===== src/rtl/shared_buffer_multi_queue_defines.svh =====
// Assertion macros shared by the shared-buffer multi-queue RTL.
`ifndef SHARED_BUFFER_MULTI_QUEUE_DEFINES_SVH
`define SHARED_BUFFER_MULTI_QUEUE_DEFINES_SVH

// Same-cycle implication, checked at every rising edge outside reset.
`define SBMQ_ASSERT_NOW(label, ante, cons, msg) \
  label: assert property (@(posedge clk) disable iff (rst) (ante) |-> (cons)) \
    else $error(msg);

// Next-cycle implication, checked at every rising edge outside reset.
`define SBMQ_ASSERT_NEXT(label, ante, cons, msg) \
  label: assert property (@(posedge clk) disable iff (rst) (ante) |=> (cons)) \
    else $error(msg);

`endif


===== src/rtl/sbmq_pkg.sv =====
// Types and codes of the shared-buffer multi-queue.
package sbmq_pkg;

  localparam int DataW = 32;
  localparam int QselW = 2;

  localparam logic CMD_ENQ = 1'b0;
  localparam logic CMD_DEQ = 1'b1;

  typedef enum logic [1:0] {
    ST_OK        = 2'd0,
    ST_OVERFLOW  = 2'd1,
    ST_UNDERFLOW = 2'd2
  } status_t;

  typedef struct packed {
    logic                     command;
    logic [QselW-1:0]         queue_select;
    logic signed [DataW-1:0]  item_value;
  } request_t;

  typedef struct packed {
    status_t                  status;
    logic signed [DataW-1:0]  removed_value;
    logic signed [DataW-1:0]  front_value;
    logic                     queue_empty;
  } result_t;

endpackage


===== src/rtl/shared_buffer_multi_queue.sv =====
// Shared-buffer multi-queue: QUEUES FIFOs chained through one slot store.
//
// A request transfers at every rising edge with start high; busy stays low,
// so one request may follow another in every cycle. Each request gives
// exactly one result, shown on result for one cycle with done high. The
// edge that takes the request loads the request register; from that
// register the queue state is updated, and the result register and done
// are loaded together.
// The receiver cannot stall, so results must be taken as they
// come. An enqueue pops the top of the free-slot stack, writes the value
// there and links the slot after the queue's tail; with no free slot it
// reports overflow and changes nothing. A dequeue unlinks the queue's head
// slot and pushes it back on the free stack; on an empty queue it reports
// underflow. Every result also carries the addressed queue's new front
// value and an empty flag. A queue number at or above QUEUES is a queue
// that is always empty and accepts nothing. Slot links, heads, tails and
// the free stack are ready right out of reset; no clearing pass is needed.
module shared_buffer_multi_queue
  import sbmq_pkg::*;
#(
  parameter int SLOTS  = 16,
  parameter int QUEUES = 4
) (
  input  logic     clk,
  input  logic     rst,
  input  logic     start,
  output logic     busy,
  input  request_t request,
  output logic     done,
  output result_t  result
);

  `include "shared_buffer_multi_queue_defines.svh"

  // Slot index width, link width (one extra code for null), queue index width.
  localparam int SW = (SLOTS > 1) ? $clog2(SLOTS) : 1;
  localparam int LW = $clog2(SLOTS + 1);
  localparam int QW = (QUEUES > 1) ? $clog2(QUEUES) : 1;
  localparam logic [LW-1:0] NIL = LW'(SLOTS);

  // Request register.
  request_t req;
  logic     req_valid;

  // Queue state.
  logic [DataW-1:0] slot_data [SLOTS];
  logic [LW-1:0]    slot_link [SLOTS];
  logic [LW-1:0]    queue_head [QUEUES];
  logic [LW-1:0]    queue_tail [QUEUES];
  logic [LW-1:0]    free_top;

  // Decode of the registered request.
  logic          exists;
  logic [QW-1:0] qi;
  logic [LW-1:0] hd, tl, nx;
  logic          hd_ok, tl_ok, nx_ok, ft_ok;
  logic [SW-1:0] hd_i, tl_i, nx_i, ft_i;
  logic          do_enq, do_deq;
  result_t       result_next;

  // Never stall the requester: every request finishes in one pass.
  assign busy = 1'b0;

  always_ff @(posedge clk) begin
    if (rst) begin
      req_valid <= 1'b0;
    end else begin
      req_valid <= start;
    end
  end

  // Hold payload without reset; only the valid flag matters.
  always_ff @(posedge clk) begin
    if (start) begin
      req <= request;
    end
  end

  // Look up the addressed queue: head, tail, head's successor, free top.
  always_comb begin
    exists = int'(req.queue_select) < QUEUES;
    qi     = QW'(req.queue_select);
    hd     = queue_head[qi];
    tl     = queue_tail[qi];
    hd_ok  = hd < NIL;
    tl_ok  = tl < NIL;
    ft_ok  = free_top < NIL;
    hd_i   = hd[SW-1:0];
    tl_i   = tl[SW-1:0];
    ft_i   = free_top[SW-1:0];
    nx     = slot_link[hd_i];
    nx_ok  = nx < NIL;
    nx_i   = nx[SW-1:0];
    do_enq = req_valid && exists && (req.command == CMD_ENQ) && ft_ok;
    do_deq = req_valid && exists && (req.command == CMD_DEQ) && hd_ok;
  end

  // Build the result: outcome, removed value and the queue's new front.
  always_comb begin
    result_next = '0;
    if (req.command == CMD_ENQ) begin
      result_next.status = (exists && ft_ok) ? ST_OK : ST_OVERFLOW;
    end else begin
      result_next.status = (exists && hd_ok) ? ST_OK : ST_UNDERFLOW;
    end
    if (do_deq) begin
      result_next.removed_value = slot_data[hd_i];
    end
    result_next.queue_empty = 1'b1;
    priority if (!exists) begin
      result_next.queue_empty = 1'b1;
    end else if (do_enq) begin
      // Front is the old head, or the new item on an empty queue.
      result_next.front_value = hd_ok ? slot_data[hd_i] : req.item_value;
      result_next.queue_empty = 1'b0;
    end else if (do_deq) begin
      // Front advances to the successor of the removed head.
      if (nx_ok) begin
        result_next.front_value = slot_data[nx_i];
        result_next.queue_empty = 1'b0;
      end
    end else if (hd_ok) begin
      // Failed operation: report the unchanged front.
      result_next.front_value = slot_data[hd_i];
      result_next.queue_empty = 1'b0;
    end else begin
      // Empty queue: no front to report.
      result_next.queue_empty = 1'b1;
    end
  end

  // Update links, heads, tails and the free stack.
  always_ff @(posedge clk) begin
    if (rst) begin
      for (int i = 0; i < SLOTS; i++) begin
        slot_link[i] <= (i + 1 < SLOTS) ? LW'(i + 1) : NIL;
      end
      for (int i = 0; i < QUEUES; i++) begin
        queue_head[i] <= NIL;
        queue_tail[i] <= NIL;
      end
      free_top <= '0;
    end else begin
      if (do_enq) begin
        free_top <= slot_link[ft_i];
        if (!hd_ok) begin
          queue_head[qi] <= free_top;
        end else if (tl_ok) begin
          slot_link[tl_i] <= free_top;
        end
        slot_link[ft_i] <= NIL;
        queue_tail[qi]  <= free_top;
      end
      if (do_deq) begin
        if (nx_ok) begin
          queue_head[qi] <= nx;
        end else begin
          queue_head[qi] <= NIL;
          queue_tail[qi] <= NIL;
        end
        slot_link[hd_i] <= free_top;
        free_top        <= hd;
      end
    end
  end

  // Write the value into the popped slot; the store needs no reset.
  always_ff @(posedge clk) begin
    if (do_enq) begin
      slot_data[ft_i] <= req.item_value;
    end
  end

  // Result register and its one-cycle strobe.
  always_ff @(posedge clk) begin
    if (rst) begin
      done <= 1'b0;
    end else begin
      done <= req_valid;
    end
  end

  always_ff @(posedge clk) begin
    if (req_valid) begin
      result <= result_next;
    end
  end

  // Every registered request yields exactly one strobe on the next cycle.
  `SBMQ_ASSERT_NEXT(a_done_follows, req_valid, done, "request without result")
  `SBMQ_ASSERT_NEXT(a_no_extra_done, !req_valid, !done, "result without request")
  // A successful enqueue leaves its queue with a front.
  `SBMQ_ASSERT_NEXT(a_enq_nonempty, do_enq,
                    result.status == ST_OK && !result.queue_empty,
                    "enqueue left queue empty")
  // Only a successful dequeue removes a value; an empty queue has no front.
  `SBMQ_ASSERT_NOW(a_fail_no_removed, done && result.status != ST_OK,
                   result.removed_value == '0, "failed operation removed a value")
  `SBMQ_ASSERT_NOW(a_empty_no_front, done && result.queue_empty,
                   result.front_value == '0, "empty queue reports a front")
  // The free-stack top is a slot or null.
  `SBMQ_ASSERT_NOW(a_free_top_range, 1'b1, free_top <= NIL, "free top out of range")

endmodule


===== config.mk =====
export PLATFORM = sky130hd
export DESIGN_NAME = shared_buffer_multi_queue
export DESIGN_NICKNAME = d
export VERILOG_FILES = /design/src/rtl/sbmq_pkg.sv /design/src/rtl/shared_buffer_multi_queue.sv
export VERILOG_INCLUDE_DIRS = /design/src /design/src/rtl
export SDC_FILE = /design/constraint.sdc
export NUM_CORES = 1
export LEC_CHECK = 0
export BUFFER_PORTS_ARGS = -buffer_cell sky130_fd_sc_hd__clkbuf_2
export CAP_MARGIN = 10
export CORE_MARGIN = 4
export CORE_UTILIZATION = 55
export CTS_CLUSTER_DIAMETER = 60
export CTS_CLUSTER_SIZE = 14
export DETAILED_ROUTE_END_ITERATION = 16
export GPL_TIMING_DRIVEN = 0
export PLACE_DENSITY = 0.78
export SYNTH_ARGS = -nofsm -noshare
export SYNTH_HDL_FRONTEND = slang
export SYNTH_SLANG_ARGS = --single-unit

===== constraint.sdc =====
create_clock -name clk -period 8.3 [get_ports clk]
set_clock_uncertainty 0.2 [all_clocks]
set_input_delay 1.66 -clock clk [delete_from_list [all_inputs] [get_ports clk]]
set_output_delay 1.66 -clock clk [all_outputs]
set_load 0.005 [all_outputs]

# ---- After elaboration in Yosys (flattened, before gate mapping)
# Memories as Yosys holds them, arrays and structs flattened. A register that Yosys moved wholly into a read port is not among the register bits.
# Index checks and enable logic that the tools add are counted.
dict set report word_totals {
  regBits 109
  latchBits 0
  ram_bits 632
  mem_bits_ro 0
  in_bits 38
  output_inout_bits 69
  wordCells 90
  n_memories 4
}
# name words width read_ports rd_ports_with_merged_regs wr line
set memory_table {}
lappend memory_table {slot_data 16 32 2 0 1 shared_buffer_multi_queue.sv:46} ;# logic [DataW-1:0] slot_data [SLOTS];
lappend memory_table {slot_link 16 5 2 1 16 shared_buffer_multi_queue.sv:47} ;# logic [LW-1:0] slot_link [SLOTS];
lappend memory_table {queue_head 4 5 1 1 4 shared_buffer_multi_queue.sv:48} ;# logic [LW-1:0] queue_head [QUEUES];
lappend memory_table {queue_tail 4 5 1 1 4 shared_buffer_multi_queue.sv:49} ;# logic [LW-1:0] queue_tail [QUEUES];
dict set report classes {
  n_addsub 0
  n_mul 0
  div_mod_pow 0
  order_cmp 4
  eq_ne 0
  shifts 0
  n_mux 58
  n_bitwise 4
  reduce_logical 10
}
# cell count
set ops {}
lappend ops {{$mux W33} 3}
lappend ops {{$mux W32} 2}
lappend ops {{$mux W5} 10}
lappend ops {{$mux W1} 32}
lappend ops {{$reduce_or A5 Y1} 5}
lappend ops {{$lt A5 B5 Y1 const B} 4}
lappend ops {{$mux W4} 5}
lappend ops {{$mux W2} 6}
lappend ops {{$logic_and A1 B1 Y1} 4}
lappend ops {{$or A1 B1 Y1} 3}
lappend ops {{$reduce_bool A2 Y1} 1}
lappend ops {{$not A1 Y1} 1}

# ---- Longest topological paths before layout
dict set report logic_depth {
  word_depth 10
  depth_mapped 14
  depth_no_buf 8
}

# ---- Worst setup path after synthesis
# Ideal clock, no wire load.
dict set report synth_path {
  path_type {reg-to-reg}
  startpoint {reg req_valid}
  endpoint {mem slot_data[0][0], enable pin}
  setup_ns 0.461
  arrival_ns 5.089
  t_required_ns 7.639
  path_slack_ns 2.551
  stages_incl_launch_ff 5
  n_path_buf 1
  period_less_slack_ns 5.749
  path_cell_list {dfxtp_1 nor3b_1 or3b_2 clkbuf_1 nor3_1}
}
dict set report synth_via {
  elab_chain_len 4
}
# item line
set synth_rtl {}
lappend synth_rtl {{from (decl)} shared_buffer_multi_queue.sv:43} ;# logic req_valid;
lappend synth_rtl {{from (signal assigned)} shared_buffer_multi_queue.sv:68} ;# req_valid <= start;
lappend synth_rtl {{$logic_and A1 B1 Y1 (2 in series)} shared_buffer_multi_queue.sv:94} ;# do_enq = req_valid && exists && (req.command == CMD_ENQ) && ft_ok;
lappend synth_rtl {{$mux W1} shared_buffer_multi_queue.sv:169} ;# if (do_enq) begin
lappend synth_rtl {{$mux W1 (not written as such)} shared_buffer_multi_queue.sv:170} ;# slot_data[ft_i] <= req.item_value;
lappend synth_rtl {{to (decl)} shared_buffer_multi_queue.sv:46}
# No other way between the ends.

==> summary.txt <==
Core Area - 63200 sq um
Clk sinks - 747
Synth Instances - 2575
Total routed wirelength - 121400 microns
Setup WS pre-CTS - 3.266 ns
Root buf cell - clkbuf_16
Pwr dens - 225.2 nW/um^2
First-pass detailed-route iteration total - 13
Most frequent cells in the layout - edfxtp_1, nand2_1, clkbuf_1
Vias in the first global route - 26650
Die area - 68130 sq um
Total track usage - 0.3508
DR WL/cell - 33.25 microns
Global-route wire length before repair - 174300 microns
Syn Area/Cell - 13.67 sq um
Max FO, Critical Path - 10
Resized cells post-CTS - 0
Fmax - 189.0 MHz
Area after DPL - 37400 sq um
WP buf/inv - 4
Register area share after synthesis - 0.6106
Commonest non-fill, non-tap cell in the layout - edfxtp_1
RSZ-0062 raised after global routing - no
CP Launch Type - flop
Worst-skew pair later-pin latency - 0.65 ns
Port bufs - 104
Max-slew violations - 0
Via density - 7.475
Hold path depth - 2
Initial detailed-routing violation count - 5144
Layout cells sized above 1 - 0.1712
Hold Crit Class - flop to flop
Chip Width - 261.0 microns
GPL Wtd Cong - 1.020
Cell mode on critical path - mux2i_1
Worst VDD drop - 0.1327 mV
Hold Fails Final Rpt - 0
Final Instance Area - 39320 sq um
CTS Hold Bufs - 0
Outcome - finished clean
CP Data Arrival Time - 5.58 ns
Worst reg-to-reg path cell count - 12
Hold wc startpoint - slot_link[15][2]$_SDFFE_PP0P_
Largest net degree at the start of global routing - 49
Rel. slew slack - 0.08157
YS warnings - 0
CP top delay family - multiplexers
Setup crit end kind - flop
Crit path max-delay cell type - mux2i_2
Worst EP required - 8.59 ns
Setup bufs post-CTS - 0
# H-tree levels - 3
Io pins - 107
Final setup violation count - 0
HPWL Detailed - 82220 microns
ANT nets after route - 0
Clk slew on worst S/H paths - 0.07 ns
TritonCTS buffer count - 66
Residual DRC - 0
Leak pwr - 13.41 nW
R2r setup slk - 3.01 ns
Distinct cells, synth - 57
Worst Hold Path EP - slot_link[15][2]$_SDFFE_PP0P_
Die height - 261.0 microns
WP depth - 12
Number of cells after detailed placement - 3555
Nets - 2816
Final non-filler cell total - 3651
Critical R2R Capture - result[1]$_DFFE_PP_
Async set-reset flop share out of synthesis - 0
Util after Layout - 0.6221
Area grow syn2layout - 11.65%
Synthesized area - 35210 sq um
Fraction of the cycle the final worst path needs - 0.6373
Slew @ Worst Pin - 1.378 ns
Clk buf depth - 3
Number of synthesized flops with an enable pin - 654
Fin crit period - 5.290 ns
Synth Net Count - 2613
CP max stage delay - 0.90 ns
Grt ovf - 0
Std-Cell Rows - 92
Synthesis-stage register bit count - 747
Crit Path Category - flop to flop
Worst path cell trace - buf_6, mux4_2, buf_6, mux2i_1, mux2i_1, mux2i_1, mux2i_2, buf_2, clkbuf_1, a2111oi_0, nor4_1, a211o_1
CTS tree - done
Maxcap violations - 0
Synth Flop Type - edfxtp_1
DR vias - 27290
Worst Slack Setup Final - 3.010 ns
Initial antenna violation count - 3
Initial core utilization - 0.5572
[worst min-delay path, delay by kind of cell, from the launching register on]
| family | cells | cell delay (ns) |
|---|---|---|
| AO/OA/AOI/OAI | 1 | 0.06 |
| flip-flops | 1 | 0.32 |
| AND/OR/NAND/NOR | 1 | 0.07 |
[per-stage QoR]
step / hold slack (ns) / power, mW / TNS [ns]
final: 0.2993 / 8.856 / 0
after global routing: 0.3226 / 9.021 / 0
after floorplan: 0.2545 / 5.234 / 0
after detailed placement: 0.2892 / 5.871 / 0
after CTS: 0.2966 / 8.732 / 0
after global placement: 0.2705 / 5.826 / -259.26
[report_power, final]
part	switching (mW)	internal [mW]
logic	1.17	0.509
registers	0.0737	4.15
clock network	1.38	1.57
[cells by family after synthesis]
kind of cell,count (synthesis),synth area share
other,1,0.0001065
AND/OR/NAND/NOR,809,0.1132
multiplexers,298,0.1459
buffers and inverters,252,0.03145
AO/OA/AOI/OAI,468,0.09878
flip-flops,747,0.6106
[layer usage]
metal  track usage  vias up  routed length (microns)
li1              -    10730                        -
met1        0.4569    13160                    40810
met2        0.5132     2810                    52680
met3        0.1268      589                    19800
met4        0.2007        2                     8083
met5             0        -                       13
[synthesized netlist by cell type (all sizes together) (4+ instances only)]
| library cell | n | area (sq um) |
|---|---|---|
| nand2b | 11 | 68.82 |
| o22ai | 9 | 56.30 |
| a2111oi | 127 | 1112 |
| and3 | 175 | 1095 |
| a221oi | 32 | 280.3 |
| nor3b | 12 | 90.09 |
| and2 | 35 | 219.0 |
| clkbuf | 170 | 639.4 |
| buf | 75 | 441.7 |
| inv | 7 | 26.27 |
| nor3 | 73 | 365.4 |
| a31oi | 63 | 394.1 |
| edfxtp | 654 | 19640 |
| nor2b | 7 | 43.79 |
| nor2 | 88 | 340.3 |
| nand2 | 282 | 1061 |
| nand3 | 83 | 415.4 |
| a22o | 4 | 35.03 |
| a21oi | 78 | 390.4 |
| mux4 | 171 | 3851 |
| dfxtp | 93 | 1862 |
| a211o | 41 | 359.1 |
| nor4 | 31 | 193.9 |
| or2 | 4 | 25.03 |
| mux2i | 119 | 1195 |
| a22oi | 4 | 30.03 |
| mux2 | 8 | 90.09 |
| o21ai | 42 | 217.7 |
| o211ai | 23 | 172.7 |
| a41o | 32 | 320.3 |
[state kept, by name (all words and copies together) (netlist names), named ones only]
signal and cells:
queue_head 20, slot_data 512, result 67, qi 2, done 1, req_valid 1, queue_tail 20, slot_link 80
free_top 5, req 33
[layout make-up]
| type | count | area [sq um] |
|---|---|---|
| diodes | 1 | 2.502 |
| repair buffers | 135 | 1018 |
| fillers | 4623 | 23880 |
| flip-flops and latches | 747 | 21500 |
| inverters | 7 | 26.28 |
| multi-input cells | 1576 | 12710 |
| plain buffers | 245 | 1081 |
| well taps | 846 | 1059 |
| clock buffers | 81 | 1772 |
| clock inverters | 13 | 138.9 |
[worst max path at each step]
stage | from | end | slack, ns
final | flop | result[1]$_DFFE_PP_ | 3.01
after global routing | flop | result[14]$_DFFE_PP_ | 3.06
after CTS | flop | result[14]$_DFFE_PP_ | 3.35
after detailed placement | rst | slot_link[6][4]$_SDFFE_PP1P_ | 3.27
after global placement | req_valid$_SDFF_PP0_ | slot_data[4][11]$_DFFE_PP_ | -2.32
after floorplan | req_valid$_SDFF_PP0_ | slot_data[0][0]$_DFFE_PP_ | 2.55
(Power assumes the default switching activity.)
